===== src/rtl/chit_pkg.sv =====
`default_nettype none

package chit_pkg;

   localparam int KEY_W           = 32;
   localparam int FRAME_W         = 10;
   localparam int LINK_W          = FRAME_W + 1;
   localparam int MAX_BUCKET_BITS = 12;
   localparam int BUCKET_W        = MAX_BUCKET_BITS;
   localparam int BITS_W          = 4;
   localparam int ENTRY_COUNT     = 1 << FRAME_W;
   localparam int BUCKET_COUNT    = 1 << MAX_BUCKET_BITS;
   localparam int STEP_W          = FRAME_W + 1;

   localparam logic [LINK_W-1:0]   NIL_LINK    = LINK_W'(ENTRY_COUNT);
   localparam logic [BITS_W-1:0]   BITS_RESET  = BITS_W'(MAX_BUCKET_BITS);

   typedef enum logic [1:0] {
      REQ_ADD    = 2'd0,
      REQ_REMOVE = 2'd1,
      REQ_LOOKUP = 2'd2,
      REQ_NONE   = 2'd3
   } req_code_type;

   typedef enum logic [1:0] {
      STATUS_OK      = 2'd0,
      STATUS_MISS    = 2'd1,
      STATUS_INVALID = 2'd2
   } status_type;

   typedef enum logic [3:0] {
      S_CLEAR,
      S_IDLE,
      S_ADD_READ,
      S_ADD_LINK,
      S_ADD_TAIL,
      S_RM_READ,
      S_RM_UNLINK,
      S_LK_HEAD,
      S_LK_FIRST,
      S_LK_WALK,
      S_RESP
   } state_type;

   typedef struct packed {
      req_code_type          code;
      logic [KEY_W-1:0]      key;
      logic [FRAME_W-1:0]    frame;
      logic [BUCKET_W-1:0]   bucket;
   } request_type;

   typedef struct packed {
      status_type            status;
      logic [FRAME_W-1:0]    found;
      logic [BUCKET_W-1:0]   bucket;
   } result_type;

endpackage

`default_nettype wire


===== src/rtl/chit_hash.sv =====
`default_nettype none

module chit_hash (
   input  wire logic [chit_pkg::KEY_W-1:0]    key,
   input  wire logic [chit_pkg::BITS_W-1:0]   bucket_bits,
   output logic      [chit_pkg::BUCKET_W-1:0] bucket
);
   import chit_pkg::*;

   logic [BITS_W-1:0]   bits_used;
   logic [KEY_W-1:0]    folded;
   logic [KEY_W-1:0]    mixed;
   logic [BUCKET_W-1:0] mask;

   always_comb begin
      if (bucket_bits == '0) begin
         bits_used = BITS_W'(1);
      end else if (bucket_bits > BITS_RESET) begin
         bits_used = BITS_RESET;
      end else begin
         bits_used = bucket_bits;
      end

      if (bits_used <= BITS_W'(4)) begin
         folded = key ^ (key >> 8) ^ (key >> 16) ^ (key >> 24);
      end else if (bits_used <= BITS_W'(8)) begin
         folded = key ^ (key >> 16);
      end else begin
         folded = key;
      end

      mixed  = folded ^ (folded >> bits_used);
      mask   = {BUCKET_W{1'b1}} >> (BITS_RESET - bits_used);
      bucket = mixed[BUCKET_W-1:0] & mask;
   end

endmodule

`default_nettype wire


===== config.mk =====
export PLATFORM = sky130hd
export DESIGN_NAME = chit_hash
export DESIGN_NICKNAME = d
export VERILOG_FILES = /design/src/rtl/chit_pkg.sv /design/src/rtl/chit_hash.sv
export SDC_FILE = /design/constraint.sdc
export NUM_CORES = 1
export LEC_CHECK = 0
export BUFFER_PORTS_ARGS = -buffer_cell sky130_fd_sc_hd__buf_2
export CORE_AREA = 2 2 73 75
export DETAILED_ROUTE_END_ITERATION = 16
export DIE_AREA = 0 0 75 77
export GPL_TIMING_DRIVEN = 0
export MAX_ROUTING_LAYER = met4
export PLACE_DENSITY = 0.82
export SYNTH_ARGS = -nofsm -noshare
export SYNTH_HDL_FRONTEND = slang
export SYNTH_SLANG_ARGS = --single-unit

===== constraint.sdc =====
create_clock -name vclk -period 5.6
set_clock_uncertainty 0.05 [all_clocks]
set_input_delay 1.12 -clock vclk [all_inputs]
set_output_delay 1.12 -clock vclk [all_outputs]
set_load 0.02 [all_outputs]

# Yosys cells after proc, flatten, opt, wreduce, memory -nomap -nowiden
# Cells that the tools add are included.
dict set report word_totals {
  reg_bits 0
  output_inout_bits 12
}
dict set report op_classes {
  addsub 1
  n_lt_le_gt_ge 3
  shift 2
  mux 4
  n_bitwise 6
  reduce_logical 1
}
# operator count
set op_table {}
lappend op_table {{32-bit two-way mux} 2}
lappend op_table {{32-bit by 16-bit XOR with 32-bit output} 2}
lappend op_table {{32-bit by 4-bit right shift with 12-bit output} 1}
lappend op_table {{32-bit by 24-bit XOR with 32-bit output} 1}
lappend op_table {{32-bit by 8-bit XOR with 32-bit output} 1}
lappend op_table {{12-bit AND} 1}
lappend op_table {{12-bit by 4-bit right shift with 12-bit output (first input constant)} 1}
lappend op_table {{12-bit XOR} 1}
lappend op_table {{4-bit two-way mux} 2}
lappend op_table {{4-bit > comparator (second input constant)} 1}
lappend op_table {{4-bit by 3-bit less-or-equal comparator with 1-bit output (second input constant)} 1}
lappend op_table {{4-bit less-or-equal comparator (second input constant)} 1}
lappend op_table {{4-bit logical NOT} 1}
lappend op_table {{4-bit subtractor (first input constant)} 1}

# Logic depth before layout (Yosys ltp)
# Gate-level depths: netlist of the first run.
dict set report depth {
  depth_word 9
  mapped_depth 17
  ltp_nobuf 11
}

# Worst setup path before layout of the first run
# OpenSTA, ideal clock, no wires.
dict set report synth_path {
  path_kind {input -> output}
  from {input bucket_bits[3] in the netlist's numbering}
  to {output bucket[10] in the netlist's numbering}
  arrival_time_ns 4.913
  t_required_ns 4.430
  path_slack_ns -0.483
  path_stages 15
  cell_sequence {buf_2 -> or3_1 -> a21boi_1 -> buf_2 -> ha_1 -> buf_6 -> nand2b_4 -> buf_6 -> a311o_1 -> a221oi_4 -> a22oi_1 -> o211ai_2 -> nor2_2 -> or4_1 -> a2111oi_1}
}
dict set report synth_via {
  elab_chain_len 9
  word_cells_on_any_way 13
}
# item line
set synth_lines {}
lappend synth_lines {{start, declared} chit_hash.sv:5} ;# input wire logic [chit_pkg::BITS_W-1:0] bucket_bits,
lappend synth_lines {{4-bit > comparator} chit_hash.sv:18} ;# end else if (bucket_bits > BITS_RESET) begin
lappend synth_lines {{4-bit two-way mux} chit_hash.sv:18}
lappend synth_lines {{4-bit two-way mux (*)} chit_hash.sv:16} ;# if (bucket_bits == '0) begin
lappend synth_lines {{4-bit less-or-equal comparator} chit_hash.sv:26} ;# end else if (bits_used <= BITS_W'(8)) begin
lappend synth_lines {{32-bit two-way mux} chit_hash.sv:26}
lappend synth_lines {{32-bit two-way mux} chit_hash.sv:24} ;# if (bits_used <= BITS_W'(4)) begin
lappend synth_lines {{32-bit by 4-bit right shift with 12-bit output} chit_hash.sv:32} ;# mixed = folded ^ (folded >> bits_used);
lappend synth_lines {{12-bit XOR} chit_hash.sv:32}
lappend synth_lines {{12-bit AND (*)} chit_hash.sv:34} ;# bucket = mixed[BUCKET_W-1:0] & mask;
lappend synth_lines {{end, declared} chit_hash.sv:6} ;# output logic [chit_pkg::BUCKET_W-1:0] bucket
# Every way passes the cells marked *; elsewhere a longest branch is shown, timed or not.

# Final worst setup path of the first run
dict set report layout_path {
  from {input bucket_bits[2] in the netlist's numbering}
  to {output bucket[1] in the netlist's numbering}
}
# The elaborated chain is that of the path after synthesis.

==> impl_metrics.ini, run 1 <==
[power]
switching_share_pct = 56.87
clkPwrFrac_pct = 0
p_int_mw = 0.2106
cellLeakagePower_nw = 1.374
p_per_area_nw_per_um2 = 136.2
p_sw_mw = 0.2777
combPwrFrac_pct = 100.0
power.share.sequential_pct = 0
ir_drop_v = 0.00007149

[setup_path]
cp_cell_sequence = buf_8 -> buf_6 -> nand2_2 -> a21boi_4 -> ha_4 -> buf_4 -> inv_4 -> a2111oi_0 -> a211oi_2 -> xnor2_1 -> o32ai_1 -> a221o_1 -> or3_1 -> a21boi_2 -> buf_6
crit_path_frequent_cell = buf_6
cp-start-kind = primary input
worst-path-max-fanout = 10
setup.worst_path.start = bucket_bits[2]
cp_slowest_cell = a2111oi_0
crit_cells = 15
critical_path_buf_inv_count = 5
crit_required_ns = 4.43
worstSetupEndpointType = output pin
worstSetupEndpoint = bucket[1]
worstPathArrival_ns = 4.60
crit_family = compound AO/OA/AOI/OAI gates
critical_path_class = primary input to output pin
slowest_delay_ns = 0.78

[timing]
tightest_slew_ns = 0.8357
setup-violations-final = 6
rsz0062_at_grt = true
worst_slack_ns = -0.1739
min_period_ns = 5.774
slew_headroom_pct = 42.85
final_hold_viol_count = 0
maxClockFrequency_mhz = 173.2
drv_slew = 0
timing.final.crit_share_pct = 103.1
fin_setup_tns_ns = -0.4442

[route]
wl_per_cell_um = 23.16
drt_iter0_markers = 659
vias = 3783
ant_nets = 0
drtPass1Iterations = 6
viasPerCell = 7.403
wirelength_um = 11840
drcViolationCount = 0

[cells_and_area]
mostFrequentLayoutCells = 41 x buf_2, 39 x buf_4, 23 x nand2_1, 20 x nor2_1, 20 x xnor2_1
antennaDiodeCount = 0
seq_cells = 0
final_cell_area_um2 = 3585
drive_above_1_share_pct = 34.24
final_core_util_pct = 72.02
regArea_um2 = 0
num-nets-final = 482
n_clock_buffer = 0
final_common_cell = buf_2
syn_to_final_growth_pct = 38.54
stdcell_count = 511

[logic_synthesis]
yosys_warnings = 0
ys_seq_area_share_pct = 0
netlist_area_um2 = 2587
post-synth-top-area-cell = xnor2_1
syn-instance-count = 365
syn_nets = 404
syn_avg_cell_area_um2 = 7.089
yosysTopAreaCellShare_pct = 6.770
synth_area_leaders = xnor2_1 6.8%, buf_2 3.5%, nand2_1 3.5%
ys_types = 73

[placed_design]
dpl-instance-area_um2 = 2922
place_ws_ns = -0.7979
globalplace.congestion = 0.9802
post-dp-hpwl_um = 7695
dp_cells = 474
portBuffers = 39

[die]
core.rowCount = 26
die_h_um = 77
die_area_um2 = 5775
die_x_um = 75
initial_utilization_pct = 51.99
ios = 48
core_region_area_um2 = 4977

[job]
maxCapViolCount = 0

[grt]
gr-total-overflow = 0
grt_pass1_wl_um = 17770
grt_pass1_vias = 3456
antenna_found_initial = 0
grt_max_degree = 13
grt_use_total_pct = 39.98

[cts]
ctsHoldBuffers = 0

[worst_hold_path]
min_path_type = primary input to output pin

[status]
violations = setup timing
status = finished, violations left
[cell usage after synthesis, types with 5 or more instances]
cell,number
a2111oi_0,5
a211oi_1,5
a21oi_1,16
a221oi_1,6
a22o_1,6
a22oi_1,5
a311o_1,7
a311oi_1,6
a32o_1,5
and3_1,10
and4b_1,8
buf_2,18
clkbuf_1,13
inv_1,8
mux2i_1,5
nand2_1,24
nand2b_1,8
nor2_1,22
nor2b_1,12
nor3_1,9
nor4b_1,7
o211ai_1,8
o21a_1,9
o21ai_0,11
o22ai_1,8
or3_1,8
xnor2_1,20
xor2_1,8
[kinds of logic after synthesis]
group,synth area share (%)
AO/OA/AOI/OAI,46.28
XOR/XNOR,9.478
adder cells (fa/ha/maj),1.451
buffers and inverters,8.704
multiplexers,4.981
AND/OR/NAND/NOR,29.11
[worst min-delay path by stage]
stage,cells after the start,from,end
after floorplan,3,key[1],bucket[1]
after global placement,5,key[1],bucket[1]
after detailed placement,5,key[1],bucket[1]
after CTS,5,key[1],bucket[1]
after global routing,5,key[0],bucket[0]
final,5,key[1],bucket[1]
[area by class of cell]
cell class	instances	area [µm²]
Inverter	9	36.28
Buffer	36	235.2
Tap cell	70	87.58
Multi-Input combinational cell	318	2625
Fill cell	406	1393
Timing Repair Buffer	78	600.6
[routing by layer]
layer | track usage (%) | wire length (µm) | vias to the layer above
met4 | 14.64 | 662 | 0
met1 | 53.50 | 4569 | 1758
li1 | - | - | 1621
met3 | 6.045 | 1433 | 85
met2 | 60.00 | 5170 | 319
met5 | - | 0 | -
[power by group through the flow]
stage	registers, mW	clock network [mW]	logic (mW)
2_1_floorplan	0	0	0.266
3_3_place_gp	0	0	0.365
3_5_place_dp	0	0	0.368
4_1_cts	0	0	0.427
5_1_grt	0	0	0.509
6_report	0	0	0.488
[stage by stage]
stage          hold slack (ns)  power [mW]
2_1_floorplan            2.443      0.2661
3_3_place_gp             2.654      0.3655
3_5_place_dp             2.672      0.3676
4_1_cts                  2.674      0.4273
5_1_grt                  2.723      0.5090
6_report                 2.665      0.4883
[what timing repair did]
action / CTS / global route
resized for setup: 49 / 27
endpoints found under the setup margin: 12 / 11
cloned: 1 / 2
pin swaps: 22 / 15
buffers inserted: 22 / 14
Power figures use the tool's default switching activity.
==> run 2: changes to the inputs <==
PLACE_DENSITY = 0.76   (was 0.82)
==> impl_metrics.ini, run 2 (same netlist as run 1, synthesis figures left out) <==
[status]
status = finished, violations left
violations = setup timing

[cells_and_area]
mostFrequentLayoutCells = 40 x buf_4, 39 x buf_2, 23 x nand2_1, 21 x nor2_1, 17 x xnor2_1
regArea_um2 = 0
n_clock_buffer = 0
drive_above_1_share_pct = 36.30
stdcell_count = 508
antennaDiodeCount = 0
num-nets-final = 479
multi_input_area_um2 = 2706
syn_to_final_growth_pct = 38.49
seq_cells = 0
final_common_cell = buf_4
fillerInstances = 409

[route]
wirelength_um = 11130
vias = 3711
wl_per_cell_um = 21.90
drtPass1Iterations = 6
drt_iter0_markers = 510
viasPerCell = 7.305
ant_nets = 0
drcViolationCount = 0

[power]
power.share.sequential_pct = 0
clkPwrFrac_pct = 0
p_int_mw = 0.2129
ir_drop_v = 0.00007036
switching_share_pct = 56.54
p_sw_mw = 0.2770
p_per_area_nw_per_um2 = 136.7
total_power_mw = 0.4899
combPwrFrac_pct = 100.0
cellLeakagePower_nw = 1.358

[timing]
timing.final.crit_share_pct = 101.4
setup-violations-final = 5
drv_slew = 0
whs_ns = 2.674
tightest_slew_ns = 0.7922
rsz0062_at_grt = true
slew_headroom_pct = 46.99
final_hold_viol_count = 0
min_period_ns = 5.676
maxClockFrequency_mhz = 176.2
worst_slack_ns = -0.07649

[grt]
grt_pass1_wl_um = 16950
grt_use_total_pct = 38.20
gr-total-overflow = 0
grt_max_degree = 13
grt_pass1_vias = 3334
antenna_found_initial = 0

[placed_design]
globalplace.congestion = 1.047
place_ws_ns = -0.7349
portBuffers = 39
post-dp-hpwl_um = 7588
dp_cells = 474

[cts]
ctsHoldBuffers = 0

[die]
initial_utilization_pct = 51.99
ios = 48
die_h_um = 77
die_x_um = 75
core.rowCount = 26
core_region_area_um2 = 4977
die_area_um2 = 5775

[setup_path]
crit_required_ns = 4.43
worstSetupEndpoint = bucket[10]
worst-path-max-fanout = 8
setup.worst_path.start = bucket_bits[2]
critical_path_class = primary input to output pin
worstSetupEndpointType = output pin
worstPathArrival_ns = 4.51
cp-start-kind = primary input

[worst_hold_path]
min_path_type = primary input to output pin

[job]
maxCapViolCount = 0
run 2: how the worst min path moves through the flow:
stage                     end  cells after the start  startpoint  slack [ns]
detailed placement  bucket[0]                      5      key[0]        2.67
floorplan           bucket[1]                      3      key[1]        2.44
CTS                 bucket[0]                      5      key[0]        2.67
finish              bucket[0]                      5      key[0]        2.67
global placement    bucket[0]                      5      key[0]        2.67
global route        bucket[0]                      5      key[0]        2.71
run 2: worst max-delay path, cell delays in order:
cell,delay (ns)
buf_8,0.11
or3_4,0.40
a21boi_4,0.17
ha_4,0.21
nand2b_4,0.16
buf_6,0.14
buf_8,0.13
a311oi_2,0.25
o211ai_1,0.30
buf_4,0.26
o211ai_4,0.21
nor2_2,0.07
or4_4,0.50
a2111oi_4,0.30
buf_4,0.19
run 2: metal layers:
metal / track usage [%] / vias to the layer above / part of all wire [%]
met2: 59.47 / 325 / 45
met1: 50.28 / 1701 / 38
met3: 1.971 / 83 / 11
li1: - / 1602 / -
met5: - / - / 0
met4: 16.79 / 0 / 6.2
run 2: what timing repair did:
| action | in CTS | in global routing |
|---|---|---|
| endpoints found under the setup margin | 12 | 12 |
| endpoints found under the hold margin | 0 | 0 |
| resized for setup | 56 | 38 |
| pin swaps | 30 | 29 |
| buffers inserted | 29 | 9 |
run 2: through the flow:
| step | instance area (µm²) | setup TNS (ns) | utilization (%) |
|---|---|---|---|
| 4_1_cts | 3371 | -0.8680 | 67.72 |
| 5_1_grt | 3583 | -0.3331 | 72.00 |
| 2_1_floorplan | 2639 | -0.1331 | - |
| 3_3_place_gp | 2922 | -6.365 | 58.70 |
| 6_report | 3583 | -0.2060 | 72.00 |
| 3_5_place_dp | 2922 | -6.748 | 58.70 |
run 2: power groups by stage:
stage	sequential [mW]	combinational, mW	clock, mW
after CTS	0	0.435	0
after global placement	0	0.362	0
after global routing	0	0.513	0
final	0	0.490	0
after detailed placement	0	0.365	0
after floorplan	0	0.266	0
run 2: area by class of cell:
cell class         count  area share, %
multi-input cells    318          75.52
plain buffers         36          6.390
inverters              9         0.9427
well taps             70          2.444
repair buffers        75          14.70
==> run 3: changes to the inputs <==
GPL_ROUTABILITY_DRIVEN = 0   (was default)
PLACE_DENSITY = 0.78   (was 0.76)
==> impl_metrics.ini, run 3 (same netlist as run 1, synthesis figures left out) <==
[status]
status = finished, violations left
violations = setup timing

[grt]
gr-total-overflow = 0
antenna_found_initial = 0
grt_max_degree = 13
grt_use_total_pct = 36.78
grt_pass1_wl_um = 16460
grt_pass1_vias = 3441

[timing]
maxClockFrequency_mhz = 174.9
rsz0062_at_grt = true
final_hold_viol_count = 0
slew_headroom_pct = 40.73
drv_slew = 0
tightest_slew_ns = 0.8666
min_period_ns = 5.718
setup-violations-final = 9
timing.final.crit_share_pct = 102.1
worst_slack_ns = -0.1179
fin_setup_tns_ns = -0.3494

[power]
p_per_area_nw_per_um2 = 134.4
power.share.sequential_pct = 0
p_sw_mw = 0.2682
switching_share_pct = 58.29
ir_drop_v = 0.00008078
combPwrFrac_pct = 100.0
cellLeakagePower_nw = 1.280
clkPwrFrac_pct = 0
p_int_mw = 0.1919

[route]
wl_per_cell_um = 21.76
viasPerCell = 7.495
drtPass1Iterations = 10
drt_iter0_markers = 644
vias = 3740
ant_nets = 0
wirelength_um = 10860
drcViolationCount = 0

[cells_and_area]
num-nets-final = 470
mostFrequentLayoutCells = 42 x buf_2, 31 x buf_4, 23 x nand2_1, 21 x nor2_1, 19 x xnor2_1
multi_input_area_um2 = 2645
stdcell_count = 499
drive_above_1_share_pct = 33.57
n_clock_buffer = 0
fillerInstances = 409
antennaDiodeCount = 0
final_common_cell = buf_2
regArea_um2 = 0
seq_cells = 0
syn_to_final_growth_pct = 32.30

[setup_path]
cp-start-kind = primary input
critical_path_class = primary input to output pin
crit_family = compound AO/OA/AOI/OAI gates
worst-path-max-fanout = 6
slowest_delay_ns = 0.54
worstSetupEndpointType = output pin
cp_slowest_cell = o211ai_1
setup.worst_path.start = bucket_bits[1]
cp_cell_sequence = buf_6 -> or3_4 -> a21boi_4 -> ha_4 -> buf_6 -> buf_8 -> and4b_1 -> or3_1 -> o211ai_1 -> mux2i_1 -> mux2i_2 -> o211ai_1 -> a21o_1 -> a221oi_2 -> buf_4
worstPathArrival_ns = 4.55
crit_required_ns = 4.43
critical_path_buf_inv_count = 4
crit_cells = 15

[worst_hold_path]
min_path_type = primary input to output pin
whs_endpoint = bucket[1]
min_path_cells = 5
min_from = key[1]

[job]
maxCapViolCount = 0

[placed_design]
post-dp-hpwl_um = 7242
portBuffers = 39
dp_cells = 474

[die]
initial_utilization_pct = 51.99
ios = 48
core.rowCount = 26
die_x_um = 75
die_area_um2 = 5775
core_region_area_um2 = 4977
die_h_um = 77
## run 3: cell type report
class	count	share of cell area, %
buffer	37	6.542
inverter	9	0.9868
multi-input combinational	318	77.27
tap	70	2.558
timing repair buffer	65	12.65
## run 3: worst max path at each step
stage	end	slack [ns]
after global routing	bucket[5]	-0.20
after detailed placement	bucket[10]	-0.67
after floorplan	bucket[10]	-0.13
after CTS	bucket[5]	-0.17
after global placement	bucket[10]	-0.62
final	bucket[5]	-0.12
## run 3: stage by stage
step | worst slack (ns) | hold slack (ns) | utilization [%] | total power [mW] | area [µm²]
3_3_place_gp | -0.6220 | 2.677 | 58.70 | 0.3569 | 2922
3_5_place_dp | -0.6695 | 2.684 | 58.70 | 0.3628 | 2922
6_report | -0.1179 | 2.691 | 68.78 | 0.4601 | 3423
4_1_cts | -0.1718 | 2.690 | 65.74 | 0.4184 | 3272
2_1_floorplan | -0.1331 | 2.443 | - | 0.2661 | 2639
5_1_grt | -0.2039 | 2.730 | 68.78 | 0.4813 | 3423
## run 3: tightest hold or removal path: stages
cell      delay [ns]
buf_2           0.08
xnor2_1         0.10
o21ai_0         0.11
a21boi_2        0.06
buf_4           0.15
## run 3: timing repair
| action | in CTS | in global routing |
|---|---|---|
| setup endpoints to repair | 12 | 12 |
| cloned | 2 | 0 |
| hold buffers | 0 | 0 |
| buffers inserted | 17 | 8 |
| resized for setup | 48 | 21 |
| pin swaps | 25 | 25 |
## run 3: routing by layer
layer	global-route usage, %	part of all wire, %	vias up	routed length (µm)
li1	-	-	1591	-
met1	46.65	35	1683	3780
met2	56.67	44	365	4749
met3	5.388	15	101	1583
met4	16.61	6.8	0	743
met5	-	0	-	0
## run 3: power groups by stage
stage / Sequential, mW / Clock, mW / Combinational, mW
finish: 0 / 0 / 0.460
global route: 0 / 0 / 0.481
CTS: 0 / 0 / 0.418
detailed placement: 0 / 0 / 0.363
global placement: 0 / 0 / 0.357
floorplan: 0 / 0 / 0.266
